--- config.mk ---
export PLATFORM = sky130hd
export DESIGN_NAME = i2c_eeprom_slave_emulator
export DESIGN_NICKNAME = d
export VERILOG_FILES = /design/src/rtl/core/i2cee_pkg.sv /design/src/rtl/core/i2c_eeprom_slave_emulator.sv /design/src/rtl/core/i2cee_dp.sv /design/src/rtl/core/i2cee_ctrl.sv
export SDC_FILE = /design/constraint.sdc
export NUM_CORES = 2
export LEC_CHECK = 0
export BUFFER_PORTS_ARGS = -buffer_cell sky130_fd_sc_hd__buf_2
export CORE_MARGIN = 1
export CORE_UTILIZATION = 56
export DETAILED_ROUTE_END_ITERATION = 8
export PLACE_DENSITY = 0.72
export SYNTH_ARGS = -nofsm -noshare
export SYNTH_HDL_FRONTEND = slang
export SYNTH_SLANG_ARGS = --single-unit
--- constraint.sdc ---
create_clock -name clk -period 7.15 [get_ports clk]
set_clock_uncertainty 0.05 [all_clocks]
set_input_delay 0.3575 -clock clk [delete_from_list [all_inputs] [get_ports clk]]
set_output_delay 0.3575 -clock clk [all_outputs]
set_load 0.05 [all_outputs]
--- src/rtl/core/i2cee_pkg.sv ---
// shared types and constants for the i2c eeprom slave emulator
package i2cee_pkg;

  localparam logic [2:0] KIND_WRITE_ADDR = 3'd0;
  localparam logic [2:0] KIND_BYTE_ACK   = 3'd1;
  localparam logic [2:0] KIND_BYTE_NACK  = 3'd2;
  localparam logic [2:0] KIND_STOP       = 3'd3;
  localparam logic [2:0] KIND_READ       = 3'd4;

  localparam logic [7:0] ERASED_BYTE = 8'hFF;

  typedef enum logic [3:0] {
    OP_IDLE,
    OP_CLEAR,
    OP_WADDR,
    OP_BYTE_ACK,
    OP_BYTE_NACK,
    OP_STOP,
    OP_READ,
    OP_OTHER,
    OP_CM_RD,
    OP_CM_WR
  } dp_op_t;

  typedef struct packed {
    dp_op_t op;
    logic   load_out;
  } dp_cmd_t;

  typedef struct packed {
    logic clr_last;
    logic fill_zero;
    logic cm_last;
  } dp_status_t;

endpackage

--- src/rtl/core/i2c_eeprom_slave_emulator.sv ---
// top level of the i2c eeprom slave emulator
// usage:
//   input channel (in_valid/in_stall) carries one matched bus event per item:
//   in_kind selects write addressed, byte acked, byte nacked, stop, read
//   request or other; in_data_byte is the byte received from the master.
//   result channel (out_valid/out_stall) returns exactly one item per input
//   item: out_ack_next tells whether to ack the next received byte, and
//   out_tx_byte holds the byte to send on a read request, zero otherwise.
// sequencing:
//   an accepted item goes to a finish state that loads the output register
//   once it is free; a stop with n buffered bytes first does one page buffer
//   read and one write of the single-port array per byte. one item is in
//   flight at a time.
// reset:
//   synchronous rst_n clears the address and fill state, then a clearing pass
//   writes every array entry to 0xff, with in_stall high.
// stalls:
//   the result sits in an output register until taken; while out_stall is
//   high the next item can be accepted and worked, and it waits in its final
//   state until the output register is free.
module i2c_eeprom_slave_emulator import i2cee_pkg::*; #(
  parameter int PAGE_BYTES = 8,
  parameter int MEM_DEPTH  = 256
) (
  input  logic       clk,
  input  logic       rst_n,
  input  logic       in_valid,
  output logic       in_stall,
  input  logic [2:0] in_kind,
  input  logic [7:0] in_data_byte,
  output logic       out_valid,
  input  logic       out_stall,
  output logic       out_ack_next,
  output logic [7:0] out_tx_byte
);

  dp_cmd_t    cmd;
  dp_status_t status;

  i2cee_ctrl u_ctrl (
    .clk       (clk),
    .rst_n     (rst_n),
    .in_valid  (in_valid),
    .in_stall  (in_stall),
    .in_kind   (in_kind),
    .out_valid (out_valid),
    .out_stall (out_stall),
    .cmd       (cmd),
    .status    (status)
  );

  i2cee_dp #(
    .PAGE_BYTES (PAGE_BYTES),
    .MEM_DEPTH  (MEM_DEPTH)
  ) u_dp (
    .clk          (clk),
    .rst_n        (rst_n),
    .cmd          (cmd),
    .status       (status),
    .in_data_byte (in_data_byte),
    .out_ack_next (out_ack_next),
    .out_tx_byte  (out_tx_byte)
  );

endmodule

--- src/rtl/core/i2cee_dp.sv ---
// datapath: eeprom array, page buffer, address and fill registers, result registers
module i2cee_dp import i2cee_pkg::*; #(
  parameter int PAGE_BYTES = 8,
  parameter int MEM_DEPTH  = 256
) (
  input  logic       clk,
  input  logic       rst_n,
  input  dp_cmd_t    cmd,
  output dp_status_t status,
  input  logic [7:0] in_data_byte,
  output logic       out_ack_next,
  output logic [7:0] out_tx_byte
);

  localparam int AW = $clog2(MEM_DEPTH);
  localparam int PW = $clog2(PAGE_BYTES);
  localparam int FW = $clog2(PAGE_BYTES + 1);
  localparam int VW = AW + 4;

  logic [7:0]    mem [MEM_DEPTH];
  logic [7:0]    page [PAGE_BYTES];

  logic [AW-1:0] word_addr_r, word_addr_nxt;
  logic          addr_taken_r, addr_taken_nxt;
  logic [FW-1:0] fill_r, fill_nxt;
  logic [AW-1:0] clr_ptr_r, clr_ptr_nxt;
  logic [AW-1:0] cptr_r, cptr_nxt;
  logic [PW-1:0] cidx_r, cidx_nxt;
  logic          res_ack_r, res_ack_nxt;
  logic          res_mem_r, res_mem_nxt;
  logic [7:0]    mem_q_r;
  logic [7:0]    pbuf_q_r;
  logic          out_ack_r;
  logic [7:0]    out_tx_r;

  logic          page_we;
  logic          mem_we;
  logic [AW-1:0] mem_waddr;
  logic [7:0]    mem_wdata;

  function automatic logic [AW-1:0] byte_to_addr(input logic [7:0] b);
    logic [VW-1:0] v;
    v = VW'(b);
    for (int k = 3; k >= 0; k--) begin
      if (v >= (VW'(MEM_DEPTH) << k)) begin
        v = v - (VW'(MEM_DEPTH) << k);
      end
    end
    return v[AW-1:0];
  endfunction

  function automatic logic [AW-1:0] addr_inc(input logic [AW-1:0] a);
    return (a == AW'(MEM_DEPTH - 1)) ? '0 : a + 1'b1;
  endfunction

  assign status.clr_last  = (clr_ptr_r == AW'(MEM_DEPTH - 1));
  assign status.fill_zero = (fill_r == '0);
  assign status.cm_last   = ((FW'(cidx_r) + FW'(1)) == fill_r);

  always_comb begin
    word_addr_nxt  = word_addr_r;
    addr_taken_nxt = addr_taken_r;
    fill_nxt       = fill_r;
    clr_ptr_nxt    = clr_ptr_r;
    cptr_nxt       = cptr_r;
    cidx_nxt       = cidx_r;
    res_ack_nxt    = res_ack_r;
    res_mem_nxt    = res_mem_r;
    page_we        = 1'b0;
    mem_we         = 1'b0;
    mem_waddr      = cptr_r;
    mem_wdata      = pbuf_q_r;
    case (cmd.op)
      OP_CLEAR: begin
        mem_we      = 1'b1;
        mem_waddr   = clr_ptr_r;
        mem_wdata   = ERASED_BYTE;
        clr_ptr_nxt = addr_inc(clr_ptr_r);
      end
      OP_WADDR: begin
        addr_taken_nxt = 1'b0;
        fill_nxt       = '0;
        res_ack_nxt    = 1'b1;
        res_mem_nxt    = 1'b0;
      end
      OP_BYTE_ACK, OP_BYTE_NACK: begin
        if (!addr_taken_r) begin
          word_addr_nxt  = byte_to_addr(in_data_byte);
          addr_taken_nxt = 1'b1;
        end else if (fill_r < FW'(PAGE_BYTES)) begin
          page_we  = 1'b1;
          fill_nxt = fill_r + 1'b1;
        end
        res_ack_nxt = (cmd.op == OP_BYTE_NACK) || (fill_nxt != FW'(PAGE_BYTES - 1));
        res_mem_nxt = 1'b0;
      end
      OP_STOP: begin
        cptr_nxt    = word_addr_r;
        cidx_nxt    = '0;
        res_ack_nxt = 1'b1;
        res_mem_nxt = 1'b0;
      end
      OP_READ: begin
        word_addr_nxt = addr_inc(word_addr_r);
        res_ack_nxt   = 1'b1;
        res_mem_nxt   = 1'b1;
      end
      OP_OTHER: begin
        res_ack_nxt = 1'b1;
        res_mem_nxt = 1'b0;
      end
      OP_CM_WR: begin
        mem_we   = 1'b1;
        cptr_nxt = addr_inc(cptr_r);
        cidx_nxt = cidx_r + 1'b1;
        if (status.cm_last) begin
          word_addr_nxt = addr_inc(cptr_r);
          fill_nxt      = '0;
        end
      end
      default: begin
      end
    endcase
  end

  always_ff @(posedge clk) begin
    if (!rst_n) begin
      word_addr_r  <= '0;
      addr_taken_r <= 1'b0;
      fill_r       <= '0;
      clr_ptr_r    <= '0;
    end else begin
      word_addr_r  <= word_addr_nxt;
      addr_taken_r <= addr_taken_nxt;
      fill_r       <= fill_nxt;
      clr_ptr_r    <= clr_ptr_nxt;
    end
  end

  always_ff @(posedge clk) begin
    cptr_r    <= cptr_nxt;
    cidx_r    <= cidx_nxt;
    res_ack_r <= res_ack_nxt;
    res_mem_r <= res_mem_nxt;
    if (cmd.load_out) begin
      out_ack_r <= res_ack_r;
      out_tx_r  <= res_mem_r ? mem_q_r : 8'h00;
    end
  end

  // single-port eeprom array
  always_ff @(posedge clk) begin
    if (mem_we) begin
      mem[mem_waddr] <= mem_wdata;
    end else if (cmd.op == OP_READ) begin
      mem_q_r <= mem[word_addr_r];
    end
  end

  // page buffer
  always_ff @(posedge clk) begin
    if (page_we) begin
      page[fill_r[PW-1:0]] <= in_data_byte;
    end
    if (cmd.op == OP_CM_RD) begin
      pbuf_q_r <= page[cidx_r];
    end
  end

  assign out_ack_next = out_ack_r;
  assign out_tx_byte  = out_tx_r;

  a_fill_bound: assert property (@(posedge clk) disable iff (!rst_n)
    fill_r <= FW'(PAGE_BYTES))
    else $error("page fill count beyond page size");

  a_fill_needs_addr: assert property (@(posedge clk) disable iff (!rst_n)
    !addr_taken_r |-> fill_r == '0)
    else $error("bytes buffered before word address taken");

  a_commit_nonempty: assert property (@(posedge clk) disable iff (!rst_n)
    cmd.op == OP_CM_WR |-> fill_r != '0)
    else $error("commit write with empty page buffer");

  a_commit_empties: assert property (@(posedge clk) disable iff (!rst_n)
    (cmd.op == OP_CM_WR && status.cm_last) |=> fill_r == '0)
    else $error("page buffer not emptied after commit");

endmodule

--- src/rtl/core/i2cee_ctrl.sv ---
// controller: clearing pass, item sequencing, page commit and output handshake
module i2cee_ctrl import i2cee_pkg::*; (
  input  logic       clk,
  input  logic       rst_n,
  input  logic       in_valid,
  output logic       in_stall,
  input  logic [2:0] in_kind,
  output logic       out_valid,
  input  logic       out_stall,
  output dp_cmd_t    cmd,
  input  dp_status_t status
);

  typedef enum logic [2:0] {
    ST_CLEAR,
    ST_IDLE,
    ST_CM_RD,
    ST_CM_WR,
    ST_FIN
  } state_t;

  state_t state_r, state_nxt;
  logic   out_valid_r, out_valid_nxt;

  always_comb begin
    state_nxt     = state_r;
    out_valid_nxt = out_valid_r & out_stall;
    cmd.op        = OP_IDLE;
    cmd.load_out  = 1'b0;
    case (state_r)
      ST_CLEAR: begin
        cmd.op = OP_CLEAR;
        if (status.clr_last) begin
          state_nxt = ST_IDLE;
        end
      end
      ST_IDLE: begin
        if (in_valid) begin
          state_nxt = ST_FIN;
          case (in_kind)
            KIND_WRITE_ADDR: cmd.op = OP_WADDR;
            KIND_BYTE_ACK:   cmd.op = OP_BYTE_ACK;
            KIND_BYTE_NACK:  cmd.op = OP_BYTE_NACK;
            KIND_STOP: begin
              cmd.op = OP_STOP;
              if (!status.fill_zero) begin
                state_nxt = ST_CM_RD;
              end
            end
            KIND_READ:       cmd.op = OP_READ;
            default:         cmd.op = OP_OTHER;
          endcase
        end
      end
      ST_CM_RD: begin
        cmd.op    = OP_CM_RD;
        state_nxt = ST_CM_WR;
      end
      ST_CM_WR: begin
        cmd.op    = OP_CM_WR;
        state_nxt = status.cm_last ? ST_FIN : ST_CM_RD;
      end
      ST_FIN: begin
        if (!out_valid_r || !out_stall) begin
          cmd.load_out  = 1'b1;
          out_valid_nxt = 1'b1;
          state_nxt     = ST_IDLE;
        end
      end
      default: begin
        state_nxt = ST_IDLE;
      end
    endcase
  end

  always_ff @(posedge clk) begin
    if (!rst_n) begin
      state_r     <= ST_CLEAR;
      out_valid_r <= 1'b0;
    end else begin
      state_r     <= state_nxt;
      out_valid_r <= out_valid_nxt;
    end
  end

  assign in_stall  = (state_r != ST_IDLE);
  assign out_valid = out_valid_r;

  a_clear_then_idle: assert property (@(posedge clk) disable iff (!rst_n)
    (state_r == ST_CLEAR && status.clr_last) |=> state_r == ST_IDLE)
    else $error("clearing pass did not end at last entry");

  a_load_free_slot: assert property (@(posedge clk) disable iff (!rst_n)
    cmd.load_out |-> (!out_valid_r || !out_stall))
    else $error("output register overwritten while held");

  a_one_result: assert property (@(posedge clk) disable iff (!rst_n)
    (in_valid && !in_stall) |=> !cmd.load_out || state_r == ST_FIN)
    else $error("result loaded outside finish state");

endmodule

Yosys cells after proc, flatten, opt, wreduce, memory -nomap -nowiden
Memory sizes are Yosys's and may differ from the RTL's. A register that Yosys moved wholly into a read port is not among the register bits.
Index checks and enable logic that the tools add are counted.
{"block": "totals", "register_bits": 47, "ramBits": 2112, "out_inout_bits": 11, "n_memories": 2}
{"block": "classes", "add_sub_neg": 6, "order_cmp": 1, "eq_ne": 28, "mux": 40, "bitwise_logic": 2, "reduce_logical": 21}
{"memory": "u_dp.mem", "words": 256, "word_bits": 8, "rd": 1, "rd_ports_with_merged_regs": 1, "wr": 1, "line_no": "i2cee_dp.sv:20", "rtl": "logic [7:0] mem [MEM_DEPTH];"}
{"memory": "u_dp.page", "words": 8, "word_bits": 8, "rd": 1, "rd_ports_with_merged_regs": 1, "wr": 1, "line_no": "i2cee_dp.sv:21", "rtl": "logic [7:0] page [PAGE_BYTES];"}
{"operator": "$mux 8", "n": 7}
{"operator": "$pmux 3 s5", "n": 2}
{"operator": "$add 8x1->8 const B", "n": 3}
{"operator": "$eq 8x8->1 const B", "n": 3}
{"operator": "$pmux 8 s3", "n": 1}
{"operator": "$mux 4", "n": 5}
{"operator": "$mux 3", "n": 6}
{"operator": "$eq 4x3->1 const B", "n": 4}
{"operator": "$pmux 4 s4", "n": 1}
{"operator": "$pmux 8 s2", "n": 1}
{"operator": "$eq 3x2->1 const B", "n": 4}
{"operator": "$mux 1", "n": 12}
{"operator": "$pmux 4 s3", "n": 1}
{"operator": "$eq 4x2->1 const B", "n": 2}
{"operator": "$eq 4x4->1 const B", "n": 2}
{"operator": "$ne 2x2->1 const B", "n": 4}
{"operator": "$reduce_bool 2->1", "n": 4}
{"operator": "$eq 3x1->1 const B", "n": 2}
{"operator": "$eq 3x3->1 const B", "n": 2}
{"operator": "$logic_not 3->1", "n": 2}
{"operator": "$pmux 1 s2", "n": 3}
{"operator": "$pmux 3 s2", "n": 1}
{"operator": "$reduce_and 3->1", "n": 2}
{"operator": "$reduce_bool 3->1", "n": 2}
{"operator": "18 further kinds", "n": 22}

Depth between registers and ports, before layout
{"block": "logic_depth", "ltp_word": 10, "depth_mapped": 11}

Hierarchy
Synthesis repeated with hierarchy kept, for this count alone.
{"block": "unflattened", "cells_unflattened": 4251, "hier_area_um2": 85389.4}
{"mod": "i2cee_dp", "instances": 1, "cells_each": 4216, "area_per_inst_um2": 85106.6, "seq_area_each_um2": 64982.3}
{"mod": "i2cee_ctrl", "instances": 1, "cells_each": 35, "area_per_inst_um2": 282.8, "seq_area_each_um2": 80.1}

Worst setup path before layout
No wires, ideal clock.
{"block": "synth_path", "path_kind": "reg-to-reg", "startpoint": "reg u_ctrl.state_r[0]", "endpoint": "mem u_dp.mem[0][0], data pin", "setup_ps": 902, "arrival_ps": 4600, "t_required_ps": 6198, "setup_slack_ps": 1599, "path_stages_with_launch": 7, "n_path_buf": 4, "cell_sequence": "dfxtp_1 buf_4 or3_1 buf_2 clkbuf_1 clkbuf_1 nand2b_1"}
{"block": "synth_via", "elab_chain_len": 4}
{"item": "from (decl)", "line_no": "i2cee_ctrl.sv:22", "rtl": "state_t state_r, state_nxt;"}
{"item": "from (signal assigned)", "line_no": "i2cee_ctrl.sv:81", "rtl": "state_r <= state_nxt;"}
{"item": "$eq 3x2->1, or another cell as far along", "line_no": "i2cee_ctrl.sv:30", "rtl": "case (state_r)"}
{"item": "$pmux 4 s4 *", "line_no": "i2cee_ctrl.sv:30"}
{"item": "$eq 4x1->1 *", "line_no": "i2cee_dp.sv:73", "rtl": "case (cmd.op)"}
{"item": "$mux 8 *", "line_no": "i2cee_dp.sv:73"}
{"item": "net u_dp.mem_wdata[0]", "line_no": "i2cee_dp.sv:39", "rtl": "logic [7:0] mem_wdata;"}
{"item": "to (decl)", "line_no": "i2cee_dp.sv:20"}
The timed path passes the listed nets; every way through them passes the cells marked *.

==> results.json <==
{
  "syn-cell-area_um2": 84700,
  "cellPowerDensity_nw_per_um2": 261,
  "slew_headroom": 0.00640,
  "fin_crit_sh": 0.631,
  "fin_util": 0.625,
  "netlist-cell-type-count": 68,
  "post_cts_resized": 0,
  "die-area_um2": 153000,
  "crit_family": "simple AND/OR/NAND/NOR gates",
  "dp_hpwl_um": 120000,
  "grt_pass1_wl_um": 292000,
  "die_w_um": 391,
  "core_um2": 150000,
  "clkTransAtPathRegs_ns": 0.06,
  "synthCells": 4196,
  "violations": "max-capacitance violations",
  "h-tree-depth": 4,
  "p_leak_uw": 0.0202,
  "cts_buffers": 204,
  "clock_latency_ns": 0.84,
  "post-route-worst-setup-slack_ns": 2.64,
  "drive_gt1_frac": 0.208,
  "viasPerCell": 6.62,
  "drv_cap": 1,
  "path_cells": "nand2b_2 > buf_4 > nor3_1 > a2111oi_0 > a21oi_1 > nor4_2 > nor4_1",
  "ys_ff_latch": 2175,
  "maxSlewViolCount": 0,
  "tightest_slew_ns": 1.48,
  "synth.avg_cell_area_um2": 20.2,
  "async_flop_share": 0,
  "start_util": 0.565,
  "syn_nets": 4217,
  "ys.warnings.count": 0,
  "nets": 4304,
  "gp_congestion": 0.885,
  "cts.sinks": 2175,
  "post_drt_wl_per_cell_um": 31.2,
  "critPathKind": "reg -> reg",
  "worst_ep_required_time_ns": 7.64,
  "drc": 0,
  "wl_um": 202000,
  "grt_use_total": 0.266,
  "period_needed_ns": 4.51,
  "end_kind": "flop",
  "hold_viol_final": 0,
  "gr-total-overflow": 0,
  "max_freq_ghz": 0.222,
  "outcome": "complete, but fails checks",
  "die_height_um": 391,
  "cp_num_buf_inv": 1,
  "clock-root-buffer": "clkbuf_16",
  "synth_edf_count": 2150,
  "num_vias": 42900,
  "worstPathArrival_ns": 5.00,
  "rsz0062_at_grt": "false",
  "layout-area-overhead-vs-synth_pct": 10.6,
  "port_buffers": 25,
  "fillers": 10100,
  "drt_iter0_markers": 5888,
  "cts_hold_buf": 15,
  "drtAntennaViolNets": 0,
  "path_max_fanout": 21,
  "pre_cts_slack_ns": 2.85,
  "peakVddDrop_v": 0.000211,
  "postCtsSetupBuffers": 0,
  "dominantRegCellSynth": "edfxtp_1",
  "ys_seq_area_frac": 0.768,
  "grt_max_degree": 161,
  "tritoncts": "done",
  "pin_count": 26,
  "tns_ns": 0,
  "timing.hold.ws_ns": 0.364,
  "setup_viol": 0,
  "drt_pass1_iterations": 6,
  "critPathSlowestCell": "nor4_2",
  "antenna_found_initial": 2,
  "grt_pass1_vias": 41900,
  "start_kind": "flop",
  "hold_path_class": "in -> reg",
  "max_stage_delay_ns": 0.98,
  "fp-row-count": 142,
  "clock_path_buffers": 3
}
==> cell type report <==
cell class	count	area (um2)	area share
Inverter	14	57.6	0.000614
Clock buffer	252	5400	0.0576
Multi-Input combinational cell	1761	18500	0.197
Timing Repair Buffer	127	1050	0.0112
Sequential cell	2175	65100	0.694
Tap cell	2016	2520	0.0269
Clock inverter	127	1100	0.0117
Antenna cell	1	2.50	0.0000267
==> power breakdown <==
group          total [uW]  internal, uW  switching, uW  leakage, uW
clock network       10500          5910           4630      0.00317
logic                 106          19.0           87.0      0.00452
registers           13800         13800           3.09       0.0125
total               24400         19700           4720       0.0202
==> metrics by stage <==
stage	cell area (um2)	instances	total power, uW
after global routing	93700	6472	25000
after global placement	87000	6078	14200
final	93700	6473	24400
after floorplan	84700	4196	14100
after CTS	93700	6472	24500
after detailed placement	87100	6078	14200
==> synth_stat cells, types with 6 or more instances <==
cell / n / share of area
xnor2_1: 13 / 0.0013
buf_4: 26 / 0.0023
and2_1: 12 / 0.00089
nand2_1: 80 / 0.0035
nand3_1: 23 / 0.0014
mux4_2: 441 / 0.12
o21ai_1: 11 / 0.00065
a21oi_1: 149 / 0.0088
nand2b_1: 16 / 0.0012
nor4_1: 42 / 0.0031
xor2_1: 11 / 0.0011
buf_1: 23 / 0.0010
a211oi_1: 9 / 0.00080
dfxtp_1: 25 / 0.0059
buf_6: 17 / 0.0023
or3_1: 8 / 0.00059
a2111oi_0: 8 / 0.00083
o211ai_1: 7 / 0.00062
inv_1: 8 / 0.00035
mux2_2: 23 / 0.0031
mux2i_1: 162 / 0.019
nor2_1: 319 / 0.014
o22ai_1: 19 / 0.0014
ha_1: 6 / 0.00089
nand4_1: 16 / 0.0012
o21ai_0: 24 / 0.0014
nand3_2: 9 / 0.0011
a221oi_1: 18 / 0.0019
clkbuf_1: 100 / 0.0044
nand3b_1: 17 / 0.0015
edfxtp_1: 2150 / 0.76
nor3_1: 39 / 0.0023
a22oi_1: 178 / 0.016
buf_2: 79 / 0.0047
o221ai_1: 47 / 0.0049
==> placed cells by master (no fill, tap or decap), drive strengths merged, types with 41 or more instances in the layout <==
cell	netlist	routed
clkbuf	100	252
edfxtp	2150	2150
nor4	42	42
a22oi	178	178
clkinv	5	98
nand2	83	83
o221ai	47	47
nor3	41	41
buf	146	112
mux4	441	441
nor2	321	321
a21oi	149	149
mux2i	162	162
==> routing by layer <==
metal  vias to the layer above  routed length (um)  global-route usage
met2                      2463               94700               0.405
met5                         -                   0                   0
met1                     22400               79600               0.388
li1                      17600                   -                   -
met3                       358               21100              0.0580
met4                         0                6530              0.0897
==> registers in the layout (all words and copies together), names as in the netlist <==
name / cells
u_dp.mem_q_r: 8
u_dp.fill_r: 4
u_dp.cptr_r: 8
u_dp.page: 64
u_dp.word_addr_r: 8
u_dp.res_mem_r: 1
u_dp.out_tx_byte: 8
u_dp.cidx_r: 3
u_dp.addr_taken_r: 1
u_dp.mem: 2048
u_ctrl.state_r: 3
u_dp.pbuf_q_r: 8
u_dp.res_ack_r: 1
u_dp.out_ack_next: 1
u_ctrl.out_valid: 1
u_dp.clr_ptr_r: 8
==> path summary, 6_finish.rpt <==
check                            from                 to  slack (ns)  cells past startpoint
hold reg to reg        u_dp.res_ack_r  u_dp.out_ack_next        0.39                      0
setup / recovery  u_dp.word_addr_r[2]    u_dp.mem_q_r[1]        2.64                      7
hold / removal        in_data_byte[7]    u_dp.page[4][7]        0.36                      2
setup reg to reg  u_dp.word_addr_r[2]    u_dp.mem_q_r[1]        2.64                      7
==> cell families after synthesis <==
logic type	share of synthesized area
AND/OR/NAND/NOR	0.0338
XOR/XNOR	0.00248
flip-flops	0.768
adder cells (fa/ha/maj)	0.000886
AO/OA/AOI/OAI	0.0401
multiplexers	0.139
buffers and inverters	0.0155
==> worst reg2reg max path, stage by stage, from the launching register on <==
cell	delay, ns
dfxtp_2	0.90
nand2b_2	0.57
buf_4	0.42
nor3_1	0.18
a2111oi_0	0.69
a21oi_1	0.27
nor4_2	0.98
nor4_1	0.15
No activity file was read; power rests on OpenSTA's default activity.
